`src/sv/firq15_pkg.sv`:
```
`default_nettype none

package firq15_pkg;

    localparam int TAPS_DEFAULT      = 30;
    localparam int FRAC_BITS_DEFAULT = 15;

    localparam int SAMPLE_W = 16;
    localparam int COEF_W   = 17;
    localparam int INDEX_W  = 5;
    localparam int ACC_W    = 32;
    localparam int DIGIT_W  = 4;
    localparam int NDIG     = SAMPLE_W / DIGIT_W;
    localparam int DIG_CW   = (NDIG > 1) ? $clog2(NDIG) : 1;
    localparam int PROD_W   = COEF_W + DIGIT_W + 1;

    typedef enum logic {
        OP_FILTER = 1'b0,
        OP_LOAD   = 1'b1
    } t_opcode;

    typedef enum logic [2:0] {
        ST_IDLE,
        ST_FETCH,
        ST_MAC,
        ST_DONE
    } t_state;

endpackage

`default_nettype wire

```
`src/sv/fir_filter_q15_circular.sv`:
```
// Direct-form FIR filter on signed 16-bit samples with coefficients in
// fixed point (scaled by 2^FRAC_BITS), over a circular delay line of TAPS.
// Input channel: i_valid / o_stall. A transaction with i_opcode = load
// writes one coefficient at i_coef_index (ignored from TAPS upwards) and
// gives no result. A transaction with i_opcode = filter stores the sample,
// runs the convolution and gives one o_filtered.
// Output channel: o_valid / i_stall, with a single output register.
// For each tap the control reads both tap stores (fetch state), then
// multiplies the coefficient by the sample one 4-bit digit at a time (MAC
// state). After the last tap the done state loads the result into the
// output register and returns to idle, where the next transaction is
// taken; no transaction is accepted while a filter is running.
// A coefficient load is written in idle and leaves the control in idle.
// When the receiver stalls, the result waits in the output register and
// the next transaction is still taken; a later result waits for the
// register to empty, holding the input stalled meanwhile.
// Synchronous reset clears the tap stores (by per-entry valid bits), the
// write pointer, the control and the output valid flag.

`default_nettype none

module fir_filter_q15_circular #(
    parameter int TAPS      = firq15_pkg::TAPS_DEFAULT,
    parameter int FRAC_BITS = firq15_pkg::FRAC_BITS_DEFAULT
) (
    input  wire logic                                   i_clk,
    input  wire logic                                   i_rst_n,
    input  wire logic                                   i_valid,
    output logic                                        o_stall,
    input  wire logic                                   i_opcode,
    input  wire logic signed [firq15_pkg::SAMPLE_W-1:0] i_sample_value,
    input  wire logic        [firq15_pkg::INDEX_W-1:0]  i_coef_index,
    input  wire logic signed [firq15_pkg::COEF_W-1:0]   i_coef_value,
    output logic                                        o_valid,
    input  wire logic                                   i_stall,
    output logic signed [firq15_pkg::SAMPLE_W-1:0]      o_filtered
);

    localparam int PW     = (TAPS > 1) ? $clog2(TAPS) : 1;
    localparam int ACC_W  = firq15_pkg::ACC_W;
    localparam int PROD_W = firq15_pkg::PROD_W;
    localparam int DIG_W  = firq15_pkg::DIGIT_W;
    localparam int DIG_CW = firq15_pkg::DIG_CW;

    firq15_pkg::t_state r_state, n_state;

    logic signed [firq15_pkg::SAMPLE_W-1:0] r_delay_mem [TAPS];
    logic signed [firq15_pkg::COEF_W-1:0]   r_coef_mem  [TAPS];
    logic [TAPS-1:0]                        r_dvalid;
    logic [TAPS-1:0]                        r_cvalid;

    logic [PW-1:0]     r_wp;
    logic [PW-1:0]     r_k;
    logic [PW-1:0]     r_tap;
    logic [DIG_CW-1:0] r_dig;
    logic [ACC_W-1:0]  r_acc, n_acc;

    logic signed [firq15_pkg::COEF_W-1:0] r_coef_q;
    logic [firq15_pkg::SAMPLE_W-1:0]      r_samp_q;

    logic                                   r_out_valid;
    logic signed [firq15_pkg::SAMPLE_W-1:0] r_out_data;

    logic in_acc, acc_filter, acc_load, load_ok;
    logic c_fetch, c_mac, c_done_ld, out_free;
    logic last_dig, last_tap;

    logic signed [DIG_W:0]   digit;
    logic signed [PROD_W-1:0] prod;
    logic [ACC_W-1:0]        prod_ext;
    logic [ACC_W:0]          bias;
    logic signed [ACC_W:0]   biased;
    logic signed [ACC_W:0]   quo;

    assign in_acc     = i_valid && !o_stall;
    assign acc_filter = in_acc && (i_opcode == firq15_pkg::OP_FILTER);
    assign acc_load   = in_acc && (i_opcode == firq15_pkg::OP_LOAD);
    assign load_ok    = (32'(i_coef_index) < TAPS);
    assign out_free   = !r_out_valid || !i_stall;
    assign last_dig   = (r_dig == DIG_CW'(firq15_pkg::NDIG - 1));
    assign last_tap   = (r_tap == PW'(TAPS - 1));

    always_comb begin
        n_state = r_state;
        unique case (r_state)
            firq15_pkg::ST_IDLE: begin
                if (acc_filter) n_state = firq15_pkg::ST_FETCH;
            end
            firq15_pkg::ST_FETCH: begin
                n_state = firq15_pkg::ST_MAC;
            end
            firq15_pkg::ST_MAC: begin
                if (last_dig) begin
                    n_state = last_tap ? firq15_pkg::ST_DONE : firq15_pkg::ST_FETCH;
                end
            end
            firq15_pkg::ST_DONE: begin
                if (out_free) n_state = firq15_pkg::ST_IDLE;
            end
            default: n_state = firq15_pkg::ST_IDLE;
        endcase
    end

    always_comb begin
        o_stall   = 1'b1;
        c_fetch   = 1'b0;
        c_mac     = 1'b0;
        c_done_ld = 1'b0;
        unique case (r_state)
            firq15_pkg::ST_IDLE:  o_stall   = 1'b0;
            firq15_pkg::ST_FETCH: c_fetch   = 1'b1;
            firq15_pkg::ST_MAC:   c_mac     = 1'b1;
            firq15_pkg::ST_DONE:  c_done_ld = out_free;
            default: ;
        endcase
    end

    always_ff @(posedge i_clk) begin
        if (!i_rst_n) begin
            r_state <= firq15_pkg::ST_IDLE;
        end else begin
            r_state <= n_state;
        end
    end

    always_ff @(posedge i_clk) begin
        if (acc_filter) begin
            r_delay_mem[r_wp] <= i_sample_value;
        end
        if (acc_load && load_ok) begin
            r_coef_mem[PW'(i_coef_index)] <= i_coef_value;
        end
    end

    always_ff @(posedge i_clk) begin
        if (!i_rst_n) begin
            r_dvalid <= '0;
            r_cvalid <= '0;
        end else begin
            if (acc_filter) r_dvalid[r_wp] <= 1'b1;
            if (acc_load && load_ok) r_cvalid[PW'(i_coef_index)] <= 1'b1;
        end
    end

    // read both stores, then shift the sample out one digit per cycle
    always_ff @(posedge i_clk) begin
        if (c_fetch) begin
            r_coef_q <= r_cvalid[r_tap] ? r_coef_mem[r_tap] : '0;
            r_samp_q <= r_dvalid[r_k] ? r_delay_mem[r_k] : '0;
        end else if (c_mac) begin
            r_samp_q <= r_samp_q >> DIG_W;
        end
    end

    always_comb begin
        if (last_dig) begin
            digit = signed'({r_samp_q[DIG_W-1], r_samp_q[DIG_W-1:0]});
        end else begin
            digit = signed'({1'b0, r_samp_q[DIG_W-1:0]});
        end
        prod     = PROD_W'(r_coef_q * digit);
        prod_ext = {{(ACC_W - PROD_W){prod[PROD_W-1]}}, prod};
        n_acc    = r_acc + (prod_ext << (32'(r_dig) * DIG_W));
    end

    always_ff @(posedge i_clk) begin
        if (!i_rst_n) begin
            r_wp  <= '0;
            r_k   <= '0;
            r_tap <= '0;
            r_dig <= '0;
            r_acc <= '0;
        end else if (acc_filter) begin
            r_wp  <= (r_wp == PW'(TAPS - 1)) ? '0 : PW'(r_wp + 1'b1);
            r_k   <= r_wp;
            r_tap <= '0;
            r_dig <= '0;
            r_acc <= '0;
        end else if (c_mac) begin
            r_acc <= n_acc;
            r_dig <= last_dig ? '0 : DIG_CW'(r_dig + 1'b1);
            if (last_dig) begin
                r_tap <= PW'(r_tap + 1'b1);
                r_k   <= (r_k == '0) ? PW'(TAPS - 1) : PW'(r_k - 1'b1);
            end
        end
    end

    // truncate toward zero: bias negative sums before the arithmetic shift
    always_comb begin
        bias   = r_acc[ACC_W-1] ? (ACC_W+1)'((64'd1 << FRAC_BITS) - 64'd1) : '0;
        biased = signed'({r_acc[ACC_W-1], r_acc} + bias);
        quo    = biased >>> FRAC_BITS;
    end

    always_ff @(posedge i_clk) begin
        if (!i_rst_n) begin
            r_out_valid <= 1'b0;
        end else if (c_done_ld) begin
            r_out_valid <= 1'b1;
        end else if (!i_stall) begin
            r_out_valid <= 1'b0;
        end
    end

    always_ff @(posedge i_clk) begin
        if (c_done_ld) begin
            r_out_data <= quo[firq15_pkg::SAMPLE_W-1:0];
        end
    end

    assign o_valid    = r_out_valid;
    assign o_filtered = r_out_data;

    a_wp_range: assert property (@(posedge i_clk) disable iff (!i_rst_n)
        32'(r_wp) < TAPS)
        else $error("write pointer beyond tap count");

    a_valid_from_done: assert property (@(posedge i_clk) disable iff (!i_rst_n)
        $rose(o_valid) |-> $past(r_state == firq15_pkg::ST_DONE))
        else $error("result raised outside completion");

    a_load_no_result: assert property (@(posedge i_clk) disable iff (!i_rst_n)
        (acc_load && !r_out_valid) |=> !r_out_valid)
        else $error("coefficient load produced a result");

    a_mac_tap_range: assert property (@(posedge i_clk) disable iff (!i_rst_n)
        (c_mac || c_fetch) |-> (32'(r_tap) < TAPS && 32'(r_k) < TAPS))
        else $error("tap index beyond tap count");

endmodule

`default_nettype wire
```
`config.mk`:
```
export PLATFORM = sky130hd
export DESIGN_NAME = fir_filter_q15_circular
export DESIGN_NICKNAME = d
export VERILOG_FILES = /design/src/sv/firq15_pkg.sv /design/src/sv/fir_filter_q15_circular.sv
export SDC_FILE = /design/constraint.sdc
export NUM_CORES = 2
export LEC_CHECK = 0
export ABC_AREA = 1
export BUFFER_PORTS_ARGS = -buffer_cell sky130_fd_sc_hd__buf_2
export CAP_MARGIN = 30
export CORE_ASPECT_RATIO = 1.75
export CORE_UTILIZATION = 48
export CTS_CLUSTER_DIAMETER = 120
export DETAILED_ROUTE_END_ITERATION = 16
export GPL_TIMING_DRIVEN = 0
export SYNTH_ARGS = -nofsm -noshare
export SYNTH_HDL_FRONTEND = slang
export SYNTH_SLANG_ARGS = --single-unit
```
`constraint.sdc`:
```
create_clock -name i_clk -period 13.2 [get_ports i_clk]
set_clock_uncertainty 0.15 [all_clocks]
set_input_delay 1.32 -clock i_clk [delete_from_list [all_inputs] [get_ports i_clk]]
set_output_delay 1.32 -clock i_clk [all_outputs]
set_load 0.005 [all_outputs]
```
## Yosys cells after proc, flatten, opt, wreduce, memory -nomap -nowiden

Memory sizes are Yosys's and may differ from the RTL's. A register that Yosys moved wholly into a read port is not among the register bits.
Index checks and enable logic that the tools add are counted.

| storage, ports and cells | value |
|---|---|
| register bits | 145 |
| bits in writable memories | 990 |
| word-level logic and storage cells | 97 |
| memories kept | 2 |

| cells by class | value |
|---|---|
| add/sub/neg operators | 6 |
| multipliers | 1 |
| magnitude comparators | 7 |
| equality and inequality tests | 10 |
| shift-type cells | 1 |
| muxes and demuxes | 36 |
| bitwise gates (word level) | 4 |
| reductions and logical operators | 19 |

Memory list:

| name | depth | width | read ports | clocked after memory_dff | write ports | RTL line | text |
|---|---|---|---|---|---|---|---|
| r_coef_mem | 30 | 17 | 1 | 1 | 1 | fir_filter_q15_circular.sv:48 | `logic signed [firq15_pkg::COEF_W-1:0] r_coef_mem [TAPS];` |
| r_delay_mem | 30 | 16 | 1 | 1 | 1 | fir_filter_q15_circular.sv:47 | `logic signed [firq15_pkg::SAMPLE_W-1:0] r_delay_mem [TAPS];` |

Operator list:

| cell | count |
|---|---|
| OR 30 bit | 2 |
| 2-to-1 mux 16 bit | 3 |
| 2-to-1 mux 5 bit | 8 |
| adder 32 bit | 1 |
| << shifter 32 x 4 -> 32 bit | 1 |
| adder 31 x 16 -> 31 bit | 1 |
| < comparator 5 x 6 -> 1 bit, second input constant | 4 |
| multiplier 17 x 5 -> 22 bit | 1 |
| 2-to-1 mux 15 bit | 1 |
| 2-to-1 mux 1 bit | 14 |
| case mux 3 bit (4 select lines) | 1 |
| adder 5 x 1 -> 5 bit, second input constant | 2 |
| binary-select mux 1 bit (select 5 bit) | 2 |
| demux 1 bit (select 5 bit) | 2 |
| equality test 5 bit, second input constant | 2 |
| >= comparator 5 x 1 -> 1 bit, second input constant | 2 |
| 2-to-1 mux 3 bit | 3 |
| equality test 3 x 2 -> 1 bit, second input constant | 2 |
| logical AND 1 bit | 6 |
| != test 2 bit, second input constant | 3 |
| nonzero test 2 bit | 3 |
| logical NOT 5 bit | 1 |
| < comparator 5 bit, second input constant | 1 |
| subtractor 5 x 1 -> 5 bit, second input constant | 1 |
| other kinds (12) | 17 |

## Longest topological paths before layout

| logic depth | value |
|---|---|
| depth after elaboration | 7 |
| gate-level depth with buffers | 35 |

## Least setup slack after synthesis

OpenSTA, ideal clock, no wires.

| timing | value |
|---|---|
| path kind | reg-to-reg |
| start | register r_dig[1] |
| end | register r_acc[31] |
| arrival | 5.351 ns |
| data required time | 12.936 ns |
| path slack | 7.585 ns |
| stages on the path, launching flop included | 34 |
| buffers on the path | 1 |
| clock period less this slack | 5.615 ns |
| path through | dfxtp_1 > ha_1 > nand2_1 > clkbuf_1 > nor2_1 > fa_1 > inv_1 > fa_1 > inv_1 > fa_1 > ha_1 > a21oi_1 > nand2_1 > a21boi_2 > o21ai_1 > nand3_1 > a21o_1 > nand2_1 > nand2_1 > nand2_1 > nand2_1 > o21ai_1 > ha_1 > nand2_1 > nor2_1 > inv_1 > nor4_1 > nand2_1 > nand2_1 > nand3_2 > nand2_1 > nor2_1 > nor2_1 > nor2_1 |

| between the ends | value |
|---|---|
| cells in the longest elaborated chain, start to end | 5 |

Ends and longest elaborated chain:

| element | RTL line | text |
|---|---|---|
| start, declared | fir_filter_q15_circular.sv:55 | `logic [DIG_CW-1:0] r_dig;` |
| start signal, assigned | fir_filter_q15_circular.sv:181 | `r_dig <= last_dig ? '0 : DIG_CW'(r_dig + 1'b1);` |
| equality test 2 bit | fir_filter_q15_circular.sv:80 | `assign last_dig = (r_dig == DIG_CW'(firq15_pkg::NDIG - 1));` |
| 2-to-1 mux 5 bit | fir_filter_q15_circular.sv:156 | `if (last_dig) begin` |
| multiplier 17 x 5 -> 22 bit | fir_filter_q15_circular.sv:161 | `prod = PROD_W'(r_coef_q * digit);` |
| << shifter 32 x 4 -> 32 bit * | fir_filter_q15_circular.sv:163 | `n_acc = r_acc + (prod_ext << (32'(r_dig) * DIG_W));` |
| adder 32 bit * | fir_filter_q15_circular.sv:163 |  |
| end signal, assigned | fir_filter_q15_circular.sv:180 | `r_acc <= n_acc;` |
| end, declared | fir_filter_q15_circular.sv:56 | `logic [ACC_W-1:0] r_acc, n_acc;` |

Mark *: on every way between the ends. The rest lies on a longest branch, timed or not.
A chain may end at the register's enable or synchronous reset.

## Final worst setup path

| timing | value |
|---|---|
| start | register r_dig[1] |
| end | register r_acc[27] |

The elaborated chain is that of the path after synthesis.

==> impl.org <==
** Outcome
- Result of the run :: completed

** Power
- Max VDD drop :: roughly 160 µV
- The internal power of the cells totals 7.311 mW.
- Total power for the finished layout comes to 11.79 mW.
- Fraction of power consumed by combinational cells :: 0.375
- Reported net switching power :: around 4.5 mW
- Leakage Power :: 20.94 nW
- Fraction of power consumed by the clock network :: 0.268
- Switching Share :: 0.3798
- Of the total power, registers draw 0.357.
- For this design the ratio of total power to cell area is about 200 mW/mm².

** Cells and area
- Fillcell total :: ~9,000
- In the final layout, the share of cells above drive strength 1 is 0.09728.
- Area Growth Syn to Fin :: 12.99%
- For this run, the number of standard cells in the final layout without fillers is 6,257.
- The final layout contains 4,998 nets.
- Final Instance Area :: roughly 0.058 mm²
- Post-layout utilization of the core :: 0.5469

** Yosys
- The synthesized design contains ~1,000 enable-type register cells.
- Library cells used by synthesis :: 57
- Ranked by instance count, the synthesized netlist is headed by sky130_fd_sc_hd__edfxtp_1, sky130_fd_sc_hd__nor2_1, sky130_fd_sc_hd__o21ai_0.
- Among all cell types in the netlist, the one instantiated most often is sky130_fd_sc_hd__edfxtp_1.
- Post-synth design cell area :: just over 0.05 mm²
- The number of nets handed over by synthesis was between 4,000 and 5,000.
- Yosys reg bits :: ~1,200
- Fraction of synthesized cell area taken by the top area cell type :: 0.6084
- Number of warnings printed during yosys synthesis :: 0
- In the post-synthesis netlist, the biggest area contributors are sky130_fd_sc_hd__edfxtp_1, sky130_fd_sc_hd__nor2_1, sky130_fd_sc_hd__o21ai_0, sky130_fd_sc_hd__dfxtp_1, sky130_fd_sc_hd__nand2_1.
- For this run, the leading register cell type out of synthesis is sky130_fd_sc_hd__edfxtp_1.
- Post-synthesis cell type with the largest combined area :: sky130_fd_sc_hd__edfxtp_1
- Counting every instance in the synthesized netlist gives between 4,000 and 5,000.
- Of all flip-flops after synthesis, the portion carrying an async set or reset was 0.
- The average instance in the mapped netlist occupies between 10 and 15 µm².
- Sequential share of the synthesized area :: 0.6540

** Worst setup path
- The worst setup path is captured at a flop.
- Critical Path Source Type :: flop
- RR Endpoint :: r_acc[27]
- By instance count, the cell type seen most on the critical path is sky130_fd_sc_hd__nand2_1.
- Data on the critical path is required at its endpoint by between 10 and 15 ns.
- The critical path in this run is classified as reg -> reg.
- The worst register-to-register path begins at r_dig[1].
- Biggest fanout along the worst timing path :: 10
- Across all register-to-register paths, the minimum setup slack is 6.00 ns.
- Slowest stage cell, crit path :: sky130_fd_sc_hd__fa_1
- Measured in cells, the most critical reg-to-reg path has a length of 30.
- In this design, the stage delay of the slowest critical-path cell is 0.52 ns.
- Arrival time of the worst setup path :: approximately 7.7 ns

** Min path
- Min-Delay Path Depth :: 2
- The worst hold path belongs to the class reg -> reg.
- The path with the worst hold slack has its endpoint at r_dvalid[1].
- In this run the most critical hold path is launched from r_dvalid[1].

** Clock tree
- Bufs on Longest Clock Path :: 3
- Gates resized during post-CTS repair numbered 0.
- Master cell of the clock root buffer :: sky130_fd_sc_hd__clkbuf_16
- For this design, the sink count on the clock tree is 1,156.
- Source-to-sink clock delay at the later pin of the worst-skew pair :: approximately 0.75 ns
- Clock-pin slew was measured on the worst setup and hold paths at about 0.070 ns.
- Buffers added to address setup during post-CTS repair amount to 0.
- Hold repair after CTS inserted 0 buffers.
- CTS tree :: built
- The clock tree synthesis step divided the H-tree into 3 levels.
- Clock tree synthesis inserted a total of 103 buffers.

** Placed design
- Post-place setup slack :: ~6.0 ns
- Placed cell count :: ~6,100
- Total cell area at the placement stage :: around 0.054 mm²
- IO buf count :: 60
- Total half-perimeter wirelength after legalization and detailed placement :: between 100,000 and 150,000 µm
- Final weighted congestion in routability-driven placement :: about 0.94

** Detailed routing
- In this run the remaining antenna-violating nets after routing total 0.
- Using the TritonRoute via totals, the vias-per-cell ratio works out to ~6.
- For this run, design rule violations remaining after detail routing come to 0.
- Wire length reported by the detailed router :: about 170,000 µm
- For this block, the initial DRC count from the detailed router was between 3,000 and 4,000.
- In the final routed layout, each cell accounts on average for 27.88 µm.
- Routed vias :: 37,510
- Pre-antenna DRT Iters :: 8

** GRT
- The first global-routing pass estimated 247,600 µm of wire.
- The initial antenna violation count is 3.
- Total global routing overflow :: 0
- Number of global-route vias before repair :: roughly 37,000
- Maximum number of pins on one net before global-route repair :: 31
- In the global route stage, overall resource usage came out at 0.3212.

** STA
- Hold Fails Final Rpt :: 0
- Number of max-slew violations in the final report :: 0
- For the pin with the worst max-slew slack, the measured transition is between 1 and 1.5 ns.
- Max Fclk :: ~0.14 GHz
- After layout, the worst setup slack is roughly 6 ns.
- Measured against its own limit, the worst slew margin works out to 0.2595.
- Fin crit period :: between 7 and 8 ns
- Number of setup violations in the final report :: 0
- Setup repair after global routing left no endpoint under its margin.
- Adding up every negative setup slack in the final design gives 0 ns.
- Across all hold checks on the routed design, the worst slack comes to ~0.32 ns.
- Share of the clock period used by the worst path after layout :: 0.5452

** Floorplanning
- The die covers about 0.11 mm².
- From bottom edge to top edge, the die measures between 400 and 500 µm.
- I/O pin cnt :: 61
- Total number of placement rows :: around 160
- Chip Width :: 249.1 µm
- Initial core utilization :: 0.4840
- Standard cell core area :: 0.1060 mm²

** Job
- Max-cap viol count :: 0
-- critical path, delay by kind of cell (launching register included) --
kind,cells,cell delay [ns]
buffers and inverters,4,0.66
AND/OR/NAND/NOR,11,1.57
flip-flops,1,0.37
AO/OA/AOI/OAI,9,1.80
adder cells (fa/ha/maj),6,2.55
-- per-layer routing --
| metal | part of all wire | wire length [µm] | global-route usage |
|---|---|---|---|
| met3 | 0.058 | 10040 | 0.03985 |
| met2 | 0.52 | 91060 | 0.5945 |
| met1 | 0.33 | 56750 | 0.3194 |
| met4 | 0.095 | 16570 | 0.2727 |
| met5 | 0.000069 | 12 | 0 |
-- power by group through the flow --
| stage | sequential [mW] | combinational, mW | clock, mW |
|---|---|---|---|
| CTS | 4.20 | 4.42 | 3.17 |
| finish | 4.20 | 4.43 | 3.16 |
| global route | 4.21 | 4.98 | 3.30 |
| floorplan | 4.25 | 3.17 | 0 |
| global placement | 4.28 | 4.33 | 0 |
| detailed placement | 4.28 | 4.40 | 0 |
-- kinds of logic after synthesis --
kind of cell    after synthesis  share of synthesized area
flops                      1156                     0.6540
xor+xnor                     40                   0.006831
compound gates             1177                     0.1316
buf+inv                     610                    0.04836
simple gates               1450                     0.1126
mux                           8                   0.001561
fa+ha+maj                   152                    0.04499
-- sequential cells by signal (all words and copies together), names as in the netlist, 16 cells and up, named ones only --
register,flops
r_dvalid,30
r_cvalid,30
o_filtered,16
r_delay_mem,480
r_coef_q,17
r_acc,32
r_samp_q,16
r_coef_mem,510
-- cell usage in the layout (no fill, tap or decap), drive strengths merged, types with 4 or more instances in the layout --
cell type  Yosys  routed
a211oi         5       5
a21boi         5       5
a21o           7       7
a21oi        153     153
a221oi         8       8
a31oi         13      13
a32o           4       4
buf          102     207
bufinv         0      13
clkbuf       151     281
clkinv         2      44
clkinvlp       0       7
dfxtp        117     117
diode          0       4
edfxtp      1039    1039
fa            54      54
ha            98      98
inv          355     358
mux2i          8       8
nand2        372     372
nand3        105     105
nand4         17      17
nor2         917     917
nor3          28      28
nor4           6       6
o2111ai        8       8
o211ai        31      31
o21a           4       4
o21ai        680     680
o21bai         7       7
o221ai        85      85
o22ai        161     161
xnor2         13      13
xor2          27      27
-- worst max path at each step --
stage                      endpoint  slack [ns]  cells after the start      from
after floorplan           r_acc[31]        7.59                     33  r_dig[1]
after global routing      r_acc[27]        5.55                     30  r_dig[1]
final                     r_acc[27]        6.00                     30  r_dig[1]
after detailed placement  r_acc[27]        6.03                     30  r_dig[1]
after global placement    r_acc[27]        6.05                     30  r_dig[1]
after CTS                 r_acc[27]        6.01                     30  r_dig[1]
-- layout make-up --
cell class	instances	area, µm²	share of cell area
flip-flops and latches	1156	33540	0.5788
clock buffers	130	2813	0.04854
inverters	357	1345	0.02321
clock inverters	65	699.4	0.01207
plain buffers	253	1135	0.01958
multi-input cells	2827	15530	0.2681
well taps	1360	1702	0.02937
repair buffers	105	1167	0.02015
diodes	4	10.01	0.0001727
No activity file was read; power rests on OpenSTA's default activity.
